$ cat config.mk
export PLATFORM = sky130hd
export DESIGN_NAME = ccm_ctrl
export DESIGN_NICKNAME = d
export VERILOG_FILES = /design/src/sv/ccm_pkg.sv /design/src/sv/ccm_ctrl.sv
export SDC_FILE = /design/constraint.sdc
export NUM_CORES = 1
export LEC_CHECK = 0
export BUFFER_PORTS_ARGS = -buffer_cell sky130_fd_sc_hd__buf_4
export CORE_UTILIZATION = 55
export CTS_CLUSTER_SIZE = 40
export DETAILED_ROUTE_END_ITERATION = 16
export PLACE_DENSITY = 0.88
export SLEW_MARGIN = 20
export SYNTH_ARGS = -nofsm -noshare
export SYNTH_HDL_FRONTEND = slang
export SYNTH_SLANG_ARGS = --single-unit
$ cat constraint.sdc
create_clock -name i_clk -period 4.8 [get_ports i_clk]
set_input_delay 0.96 -clock i_clk [delete_from_list [all_inputs] [get_ports i_clk]]
set_output_delay 0.96 -clock i_clk [all_outputs]
set_load 0.01 [all_outputs]
$ cat src/sv/ccm_pkg.sv
// ============================================================================
// CCM* frame engine package
// Shared types, register indexes, the AES S-box and small helper functions.
// ============================================================================
package ccm_pkg;

    localparam int NONCE_BYTES     = 13;
    localparam int MAX_FRAME_BYTES = 128;
    localparam int AES_ROUNDS      = 10;

    typedef enum logic [2:0] {
        REG_KEY_HIGH       = 3'd0,
        REG_KEY_LOW        = 3'd1,
        REG_NONCE_HIGH     = 3'd2,
        REG_NONCE_LOW      = 3'd3,
        REG_SEC_LEVEL      = 3'd4,
        REG_DECRYPT_MODE   = 3'd5,
        REG_HEADER_LENGTH  = 3'd6,
        REG_BODY_LENGTH    = 3'd7
    } t_reg_index;

    typedef enum logic [1:0] {
        SRC_B0     = 2'd0,
        SRC_A0     = 2'd1,
        SRC_ACTR   = 2'd2,
        SRC_ABSORB = 2'd3
    } t_src;

    typedef enum logic [1:0] {
        DST_MAC  = 2'd0,
        DST_TAG  = 2'd1,
        DST_KS   = 2'd2,
        DST_NONE = 2'd3
    } t_dst;

    typedef enum logic [1:0] {
        RGN_HEADER  = 2'd0,
        RGN_PAYLOAD = 2'd1,
        RGN_TAG     = 2'd2,
        RGN_NONE    = 2'd3
    } t_region;

    typedef struct packed {
        logic [127:0]             key;
        logic [NONCE_BYTES*8-1:0] nonce;
        logic [2:0]               sec_level;
        logic                     decrypt_mode;
        logic [6:0]               header_length;
        logic [6:0]               body_length;
    } t_cfg;

    typedef struct packed {
        logic load_in;
        logic aes_start;
        t_src aes_src;
        t_dst aes_dst;
        logic fill_clr;
        logic la_push;
        logic frame_clr;
        logic ctr_inc;
        logic push;
        logic cmp;
        logic adv;
        logic tag_emit;
        logic verd_emit;
    } t_cmd;

    typedef struct packed {
        logic    pos_zero;
        t_region region;
        logic    enc;
        logic    dec;
        logic    off_zero;
        logic    off_blk;
        logic    fill_nz;
        logic    fill_last;
        logic    end_now;
        logic    la_nz;
        logic    mlen_zero;
        logic    tag_last;
        logic    out_free;
        logic    aes_done;
    } t_status;

    localparam logic [7:0] SBOX [256] = '{
        8'h63,8'h7c,8'h77,8'h7b,8'hf2,8'h6b,8'h6f,8'hc5,8'h30,8'h01,8'h67,8'h2b,8'hfe,8'hd7,8'hab,8'h76,
        8'hca,8'h82,8'hc9,8'h7d,8'hfa,8'h59,8'h47,8'hf0,8'had,8'hd4,8'ha2,8'haf,8'h9c,8'ha4,8'h72,8'hc0,
        8'hb7,8'hfd,8'h93,8'h26,8'h36,8'h3f,8'hf7,8'hcc,8'h34,8'ha5,8'he5,8'hf1,8'h71,8'hd8,8'h31,8'h15,
        8'h04,8'hc7,8'h23,8'hc3,8'h18,8'h96,8'h05,8'h9a,8'h07,8'h12,8'h80,8'he2,8'heb,8'h27,8'hb2,8'h75,
        8'h09,8'h83,8'h2c,8'h1a,8'h1b,8'h6e,8'h5a,8'ha0,8'h52,8'h3b,8'hd6,8'hb3,8'h29,8'he3,8'h2f,8'h84,
        8'h53,8'hd1,8'h00,8'hed,8'h20,8'hfc,8'hb1,8'h5b,8'h6a,8'hcb,8'hbe,8'h39,8'h4a,8'h4c,8'h58,8'hcf,
        8'hd0,8'hef,8'haa,8'hfb,8'h43,8'h4d,8'h33,8'h85,8'h45,8'hf9,8'h02,8'h7f,8'h50,8'h3c,8'h9f,8'ha8,
        8'h51,8'ha3,8'h40,8'h8f,8'h92,8'h9d,8'h38,8'hf5,8'hbc,8'hb6,8'hda,8'h21,8'h10,8'hff,8'hf3,8'hd2,
        8'hcd,8'h0c,8'h13,8'hec,8'h5f,8'h97,8'h44,8'h17,8'hc4,8'ha7,8'h7e,8'h3d,8'h64,8'h5d,8'h19,8'h73,
        8'h60,8'h81,8'h4f,8'hdc,8'h22,8'h2a,8'h90,8'h88,8'h46,8'hee,8'hb8,8'h14,8'hde,8'h5e,8'h0b,8'hdb,
        8'he0,8'h32,8'h3a,8'h0a,8'h49,8'h06,8'h24,8'h5c,8'hc2,8'hd3,8'hac,8'h62,8'h91,8'h95,8'he4,8'h79,
        8'he7,8'hc8,8'h37,8'h6d,8'h8d,8'hd5,8'h4e,8'ha9,8'h6c,8'h56,8'hf4,8'hea,8'h65,8'h7a,8'hae,8'h08,
        8'hba,8'h78,8'h25,8'h2e,8'h1c,8'ha6,8'hb4,8'hc6,8'he8,8'hdd,8'h74,8'h1f,8'h4b,8'hbd,8'h8b,8'h8a,
        8'h70,8'h3e,8'hb5,8'h66,8'h48,8'h03,8'hf6,8'h0e,8'h61,8'h35,8'h57,8'hb9,8'h86,8'hc1,8'h1d,8'h9e,
        8'he1,8'hf8,8'h98,8'h11,8'h69,8'hd9,8'h8e,8'h94,8'h9b,8'h1e,8'h87,8'he9,8'hce,8'h55,8'h28,8'hdf,
        8'h8c,8'ha1,8'h89,8'h0d,8'hbf,8'he6,8'h42,8'h68,8'h41,8'h99,8'h2d,8'h0f,8'hb0,8'h54,8'hbb,8'h16
    };

    function automatic logic [7:0] xt(input logic [7:0] v);
        return {v[6:0], 1'b0} ^ (v[7] ? 8'h1b : 8'h00);
    endfunction

    function automatic logic [4:0] mic_len(input logic [1:0] code);
        logic [4:0] m;
        case (code)
            2'd0:    m = 5'd0;
            2'd1:    m = 5'd4;
            2'd2:    m = 5'd8;
            default: m = 5'd16;
        endcase
        return m;
    endfunction

    function automatic logic [2:0] mic_flag(input logic [1:0] code);
        logic [2:0] f;
        case (code)
            2'd0:    f = 3'd0;
            2'd1:    f = 3'd1;
            2'd2:    f = 3'd3;
            default: f = 3'd7;
        endcase
        return f;
    endfunction

endpackage

$ cat src/sv/ccm_ctrl.sv
// ============================================================================
// CCM* controller
// Sequences the per-byte work: frame start, MAC absorption, keystream
// generation, tag comparison and result emission.
// ============================================================================
module ccm_ctrl (
    input  logic             i_clk,
    input  logic             i_rst_n,
    input  logic             i_in_valid,
    output logic             o_in_ready,
    input  ccm_pkg::t_status i_status,
    output ccm_pkg::t_cmd    o_cmd
);

    typedef enum logic [16:0] {
        ST_IDLE  = 17'b00000000000000001,
        ST_B0    = 17'b00000000000000010,
        ST_B0W   = 17'b00000000000000100,
        ST_LA    = 17'b00000000000001000,
        ST_A0    = 17'b00000000000010000,
        ST_A0W   = 17'b00000000000100000,
        ST_CLASS = 17'b00000000001000000,
        ST_ABS   = 17'b00000000010000000,
        ST_ABSW  = 17'b00000000100000000,
        ST_KS    = 17'b00000001000000000,
        ST_KSW   = 17'b00000010000000000,
        ST_PUSH  = 17'b00000100000000000,
        ST_CMP   = 17'b00001000000000000,
        ST_ADV   = 17'b00010000000000000,
        ST_FIN   = 17'b00100000000000000,
        ST_TAG   = 17'b01000000000000000,
        ST_VERD  = 17'b10000000000000000
    } t_state;

    t_state r_state, n_state;
    t_state r_ret, n_ret;

    always_comb begin
        n_state = r_state;
        n_ret   = r_ret;
        o_cmd   = '0;
        o_cmd.aes_src = ccm_pkg::SRC_ABSORB;
        o_cmd.aes_dst = ccm_pkg::DST_MAC;
        case (r_state)
            ST_IDLE: begin
                if (i_in_valid) begin
                    o_cmd.load_in = 1'b1;
                    n_state = i_status.pos_zero ? ST_B0 : ST_CLASS;
                end
            end
            ST_B0: begin
                o_cmd.aes_start = 1'b1;
                o_cmd.aes_src   = ccm_pkg::SRC_B0;
                o_cmd.fill_clr  = 1'b1;
                n_state = ST_B0W;
            end
            ST_B0W: begin
                if (i_status.aes_done) begin
                    n_state = i_status.la_nz ? ST_LA : ST_A0;
                end
            end
            ST_LA: begin
                o_cmd.la_push = 1'b1;
                n_state = ST_A0;
            end
            ST_A0: begin
                o_cmd.aes_start = 1'b1;
                o_cmd.aes_src   = ccm_pkg::SRC_A0;
                o_cmd.aes_dst   = ccm_pkg::DST_TAG;
                o_cmd.frame_clr = 1'b1;
                n_state = ST_A0W;
            end
            ST_A0W: begin
                if (i_status.aes_done) begin
                    n_state = ST_CLASS;
                end
            end
            ST_CLASS: begin
                case (i_status.region)
                    ccm_pkg::RGN_HEADER: n_state = ST_PUSH;
                    ccm_pkg::RGN_PAYLOAD: begin
                        if (!i_status.enc) begin
                            n_state = ST_PUSH;
                        end else if (i_status.off_zero && i_status.fill_nz) begin
                            n_state = ST_ABS;
                            n_ret   = ST_CLASS;
                        end else if (i_status.off_blk) begin
                            n_state = ST_KS;
                        end else begin
                            n_state = ST_PUSH;
                        end
                    end
                    ccm_pkg::RGN_TAG: begin
                        if (i_status.fill_nz) begin
                            n_state = ST_ABS;
                            n_ret   = ST_CLASS;
                        end else begin
                            n_state = ST_CMP;
                        end
                    end
                    default: n_state = ST_ADV;
                endcase
            end
            ST_ABS: begin
                o_cmd.aes_start = 1'b1;
                o_cmd.fill_clr  = 1'b1;
                n_state = ST_ABSW;
            end
            ST_ABSW: begin
                if (i_status.aes_done) begin
                    n_state = r_ret;
                end
            end
            ST_KS: begin
                o_cmd.aes_start = 1'b1;
                o_cmd.aes_src   = ccm_pkg::SRC_ACTR;
                o_cmd.aes_dst   = ccm_pkg::DST_KS;
                o_cmd.ctr_inc   = 1'b1;
                n_state = ST_KSW;
            end
            ST_KSW: begin
                if (i_status.aes_done) begin
                    n_state = ST_PUSH;
                end
            end
            ST_PUSH: begin
                if (i_status.out_free) begin
                    o_cmd.push = 1'b1;
                    if (i_status.fill_last) begin
                        n_state = ST_ABS;
                        n_ret   = ST_ADV;
                    end else begin
                        n_state = ST_ADV;
                    end
                end
            end
            ST_CMP: begin
                o_cmd.cmp = 1'b1;
                n_state = ST_ADV;
            end
            ST_ADV: begin
                o_cmd.adv = 1'b1;
                n_state = i_status.end_now ? ST_FIN : ST_IDLE;
            end
            ST_FIN: begin
                if (i_status.fill_nz) begin
                    n_state = ST_ABS;
                    n_ret   = ST_FIN;
                end else if (i_status.dec) begin
                    n_state = ST_VERD;
                end else if (i_status.mlen_zero) begin
                    n_state = ST_IDLE;
                end else begin
                    n_state = ST_TAG;
                end
            end
            ST_TAG: begin
                if (i_status.out_free) begin
                    o_cmd.tag_emit = 1'b1;
                    if (i_status.tag_last) begin
                        n_state = ST_IDLE;
                    end
                end
            end
            ST_VERD: begin
                if (i_status.out_free) begin
                    o_cmd.verd_emit = 1'b1;
                    n_state = ST_IDLE;
                end
            end
            default: n_state = ST_IDLE;
        endcase
    end

    always_ff @(posedge i_clk) begin
        if (!i_rst_n) begin
            r_state <= ST_IDLE;
            r_ret   <= ST_IDLE;
        end else begin
            r_state <= n_state;
            r_ret   <= n_ret;
        end
    end

    assign o_in_ready = (r_state == ST_IDLE);

endmodule

### Word-level counts from Yosys, hierarchy flattened

Cells that the tools add are included.

| operators by class | value |
|---|---|
| bitwise logic cells | 0 |
| $mul | 0 |
| magnitude comparators | 0 |
| $add $sub $neg | 0 |
| muxes and demuxes | 45 |
| reduce and logical (&&, ||, !) cells | 7 |
| divide/modulo/power cells | 0 |
| shift operators | 0 |
| equality and inequality tests | 34 |

Operators by type and width:

| kind | count |
|---|---|
| $mux 17 | 17 |
| $pmux 17 s17 | 1 |
| $pmux 17 s3 | 2 |
| $mux 12 | 3 |
| $pmux 17 s2 | 1 |
| $ne 2x2->1 const B | 11 |
| $eq 17x1->1 const B | 1 |
| $eq 17x10->1 const B | 1 |
| $eq 17x11->1 const B | 1 |
| $eq 17x12->1 const B | 1 |
| $eq 17x13->1 const B | 1 |
| $eq 17x14->1 const B | 1 |
| $eq 17x15->1 const B | 1 |
| $eq 17x16->1 const B | 1 |
| $eq 17x17->1 const B | 1 |
| $eq 17x2->1 const B | 1 |
| $eq 17x3->1 const B | 1 |
| $eq 17x4->1 const B | 1 |
| $eq 17x5->1 const B | 1 |
| $eq 17x6->1 const B | 1 |
| $eq 17x7->1 const B | 1 |
| $eq 17x8->1 const B | 1 |
| $eq 17x9->1 const B | 1 |
| $mux 16 | 1 |
| other kinds (19) | 33 |

| word-level totals | value |
|---|---|
| bits of input ports | 18 |
| memories | 0 |
| flip-flop bits (word level) | 34 |
| bits in read-only memories | 0 |
| latch bits | 0 |
| memory bits (writable) | 0 |

### Longest topological paths before layout

| depth | value |
|---|---|
| depth after elaboration | 5 |
| gate-level depth with buffers | 7 |

### Least setup slack after synthesis

OpenSTA, ideal clock, no wires.

| timing path | value |
|---|---|
| path type | flip-flop to output port |
| from | register r_state[2] |
| to | output port o_cmd[9] in the netlist's numbering |
| arrival time | 2016 ps |
| slack | 1824 ps |
| buffers on the path | 2 |
| cell stages (with the launch flop) | 7 |
| required time | 3840 ps |
| cells stage by stage | dfxtp_1 buf_6 or4_4 nor2_2 nand2_1 nor4b_2 buf_4 |

RTL lines:

| what | line | text |
|---|---|---|
| start, declared | ccm_ctrl.sv:35 | `t_state r_state, n_state;` |
| start signal, assigned | ccm_ctrl.sv:180 | `r_state <= n_state;` |
| end, declared | ccm_ctrl.sv:12 | `output ccm_pkg::t_cmd o_cmd` |

==> qor.yml <==
setup_path:
  ff2ff_setup_slack_ns: 2.32
  cp-end-kind: "output port"
  cp.arrival_ns: 2.55
  path_cells: "or4_4 > nor2_2 > nand2_1 > nor4b_2 > nor2_1 > buf_4"
  slowest_delay_ns: 0.61
  critical_path_required_ns: 3.84
  crit_path_top_delay_cell: "or4_4"
  crit_path_start_kind: "register"
  worstPathMaxFanout: 9
  path_class: "register to output port"
timing:
  worstMarginPinSlew_ns: 0.984
  max-slew-margin-rel_pct: 33.9
  finalSetupTns_ns: 0
  finalHoldViolCount: 0
  finalSetupViolCount: 0
  period_needed_ns: 3.51
  finClkSkew_ns: 0.00521
  setup_slack_ns: 1.29
  finalCritPeriodShare_pct: 73.2
  rsz0062_at_grt: "false"
  fmax_mhz: 285
  slew_violations: 0
logic_synthesis:
  synth-adder-area-share_pct: 0
  synthesis.area_um2: 1560
  synth_top_family_by_area: "simple AND/OR/NAND/NOR gates"
  avgSynthCellArea_um2: 8.22
  synth.area.top_cells: "dfxtp_1 27%, nand2_1 4.1%, nor4_4 4.1%"
  yosys.area_share.simple_pct: 47.1
  synth_fp_nets: 208
  synthTopCellsByCount: "21 x dfxtp_1, 17 x nand2_1, 16 x nor2_1"
  synth.most_common_cell: "dfxtp_1"
  synth-seq-cells: 21
  synthCells: 190
  synth_edf_count: 0
  async_reset_ff_share_pct: 0
  synthMuxAreaShare_pct: 1.28
  ys.flop_type: "dfxtp_1"
  synth_cell_types: 52
  ys_warn_count: 0
  yosysSeqAreaShare_pct: 26.9
  yosys.area.top_type_share_pct: 26.9
  synth-compound-area-share_pct: 16.8
  synth-xor-area-share_pct: 2.80
  synth_area_leader_cell: "dfxtp_1"
drt:
  dr.pass1.iters: 4
  drc: 0
  vias: 1643
  antenna_left: 0
  vias_per_cell: 6.60
  post_drt_wl_per_cell_um: 18.1
  routed_wl_um: 4520
  initialDrtViolationCount: 85
clock_network:
  clk_latency_ns: 0.32
  htree_num_levels: 1
  cts_buffers: 3
  clk_pin_slew_worst_paths_ns: 0.13
  clock_path_buffers: 2
  cts_sinks: 21
  ctsHoldBuffers: 0
  cts_resized: 0
  cts_tree: "built"
  post_cts_buffers: 0
  cts_root_buffer: "clkbuf_4"
grt:
  grt_usage_pct: 30.0
  grt_pass1_vias: 1526
  grt_max_degree: 16
  overflow: 0
  grt_pass1_wl_um: 7380
  antenna_found_initial: 0
layout:
  nets: 238
  finish.utilization_pct: 70.7
  syn2layout_area_growth_pct: 17.3
  nFillCells: 218
  antenna_cells: 0
  drive_gt1_share_pct: 25.1
flow_run:
  maxCapViolations: 0
power_and_ir_drop:
  vdd_drop_max_uv: 212
  powerDensity_nw_per_um2: 235
  cellLeakagePower_uw: 0.000740
  power_uw: 431
die:
  die_w_um: 55.3
  die-area_um2: 3060
  start_util_pct: 60.3
  ios: 34
  die_h_um: 55.3
  num_rows: 18
  core_area_um2: 2590
placement:
  hpwl_um: 3470
  io_buffer_count: 33
  gp_congestion: 0.919
  dpl_worst_slack_ns: 1.69
hold_path:
  hold_class: "register to register"
outcome:
  outcome: "complete, no violations"
## per-stage QoR
stage               instance area, um2  hold WS, ns  std cells
floorplan                         1560        0.428        190
finish                            1830        0.478        249
detailed placement                1800        0.457        245
global route                      1830        0.492        249
CTS                               1830        0.475        249
global placement                  1800        0.446        245
## area by class of cell
class | count | area, um2 | share of cell area, %
clock buffers | 3 | 22.5 | 1.23
clock inverters | 1 | 7.51 | 0.410
inverters | 9 | 33.8 | 1.84
multi-input cells | 152 | 1060 | 58.0
flip-flops and latches | 21 | 420 | 23.0
well taps | 30 | 37.5 | 2.05
repair buffers | 33 | 248 | 13.5
## final timing paths
kind / start / endpoint / cells after the start
setup / recovery: r_state[2] / o_cmd[12] / 6
hold reg to reg: r_ret[14] / r_ret[14] / 2
hold / removal: r_ret[14] / r_ret[14] / 2
setup reg to reg: r_state[4] / r_state[11] / 6
## cells in the final DEF, fill, tap and decap left out, types with 4 or more instances in the layout
master / n
nand2_1: 17
nor2b_1: 8
inv_1: 9
xnor2_1: 4
and4_1: 7
dfxtp_1: 21
and3_1: 5
a21oi_1: 9
nand4_1: 4
nor4_1: 6
nor3_1: 11
nor2_1: 16
buf_4: 33
nand2b_1: 4
o21ai_1: 4
nand3_1: 5
## routing by layer
layer / GRT usage [%] / vias to the layer above / routed length (um)
met4: 6.07 / 0 / 20
met2: 48.7 / 92 / 2230
met5: 0 / - / 0
met1: 41.0 / 770 / 1830
li1: - / 777 / -
met3: 6.56 / 4 / 434
## sequential cells by signal, indices dropped and copies added (netlist names)
name	count
r_ret	4
r_state	17
## critical path: cells and delay by family (launching register included)
kind | cells | cell delay (ns)
flip-flops | 1 | 0.44
AND/OR/NAND/NOR | 5 | 1.63
buffers and inverters | 1 | 0.15
## power breakdown
part / leakage [uW] / internal, uW / total, uW / switching, uW
sequential: 0.000170 / 180 / 189 / 9.23
combinational: 0.000556 / 60.6 / 148 / 87.0
clock: 0.0000139 / 31.9 / 94.8 / 62.9
total: 0.000740 / 272 / 431 / 159
## logic make-up after synthesis
logic type | after synthesis
AOI/OAI and AO/OA | 32
xor gates and xnor gates | 5
buffers and inverters | 17
DFF | 21
muxes | 2
and+or+nand+nor | 113
No activity file was read; power rests on OpenSTA's default activity.
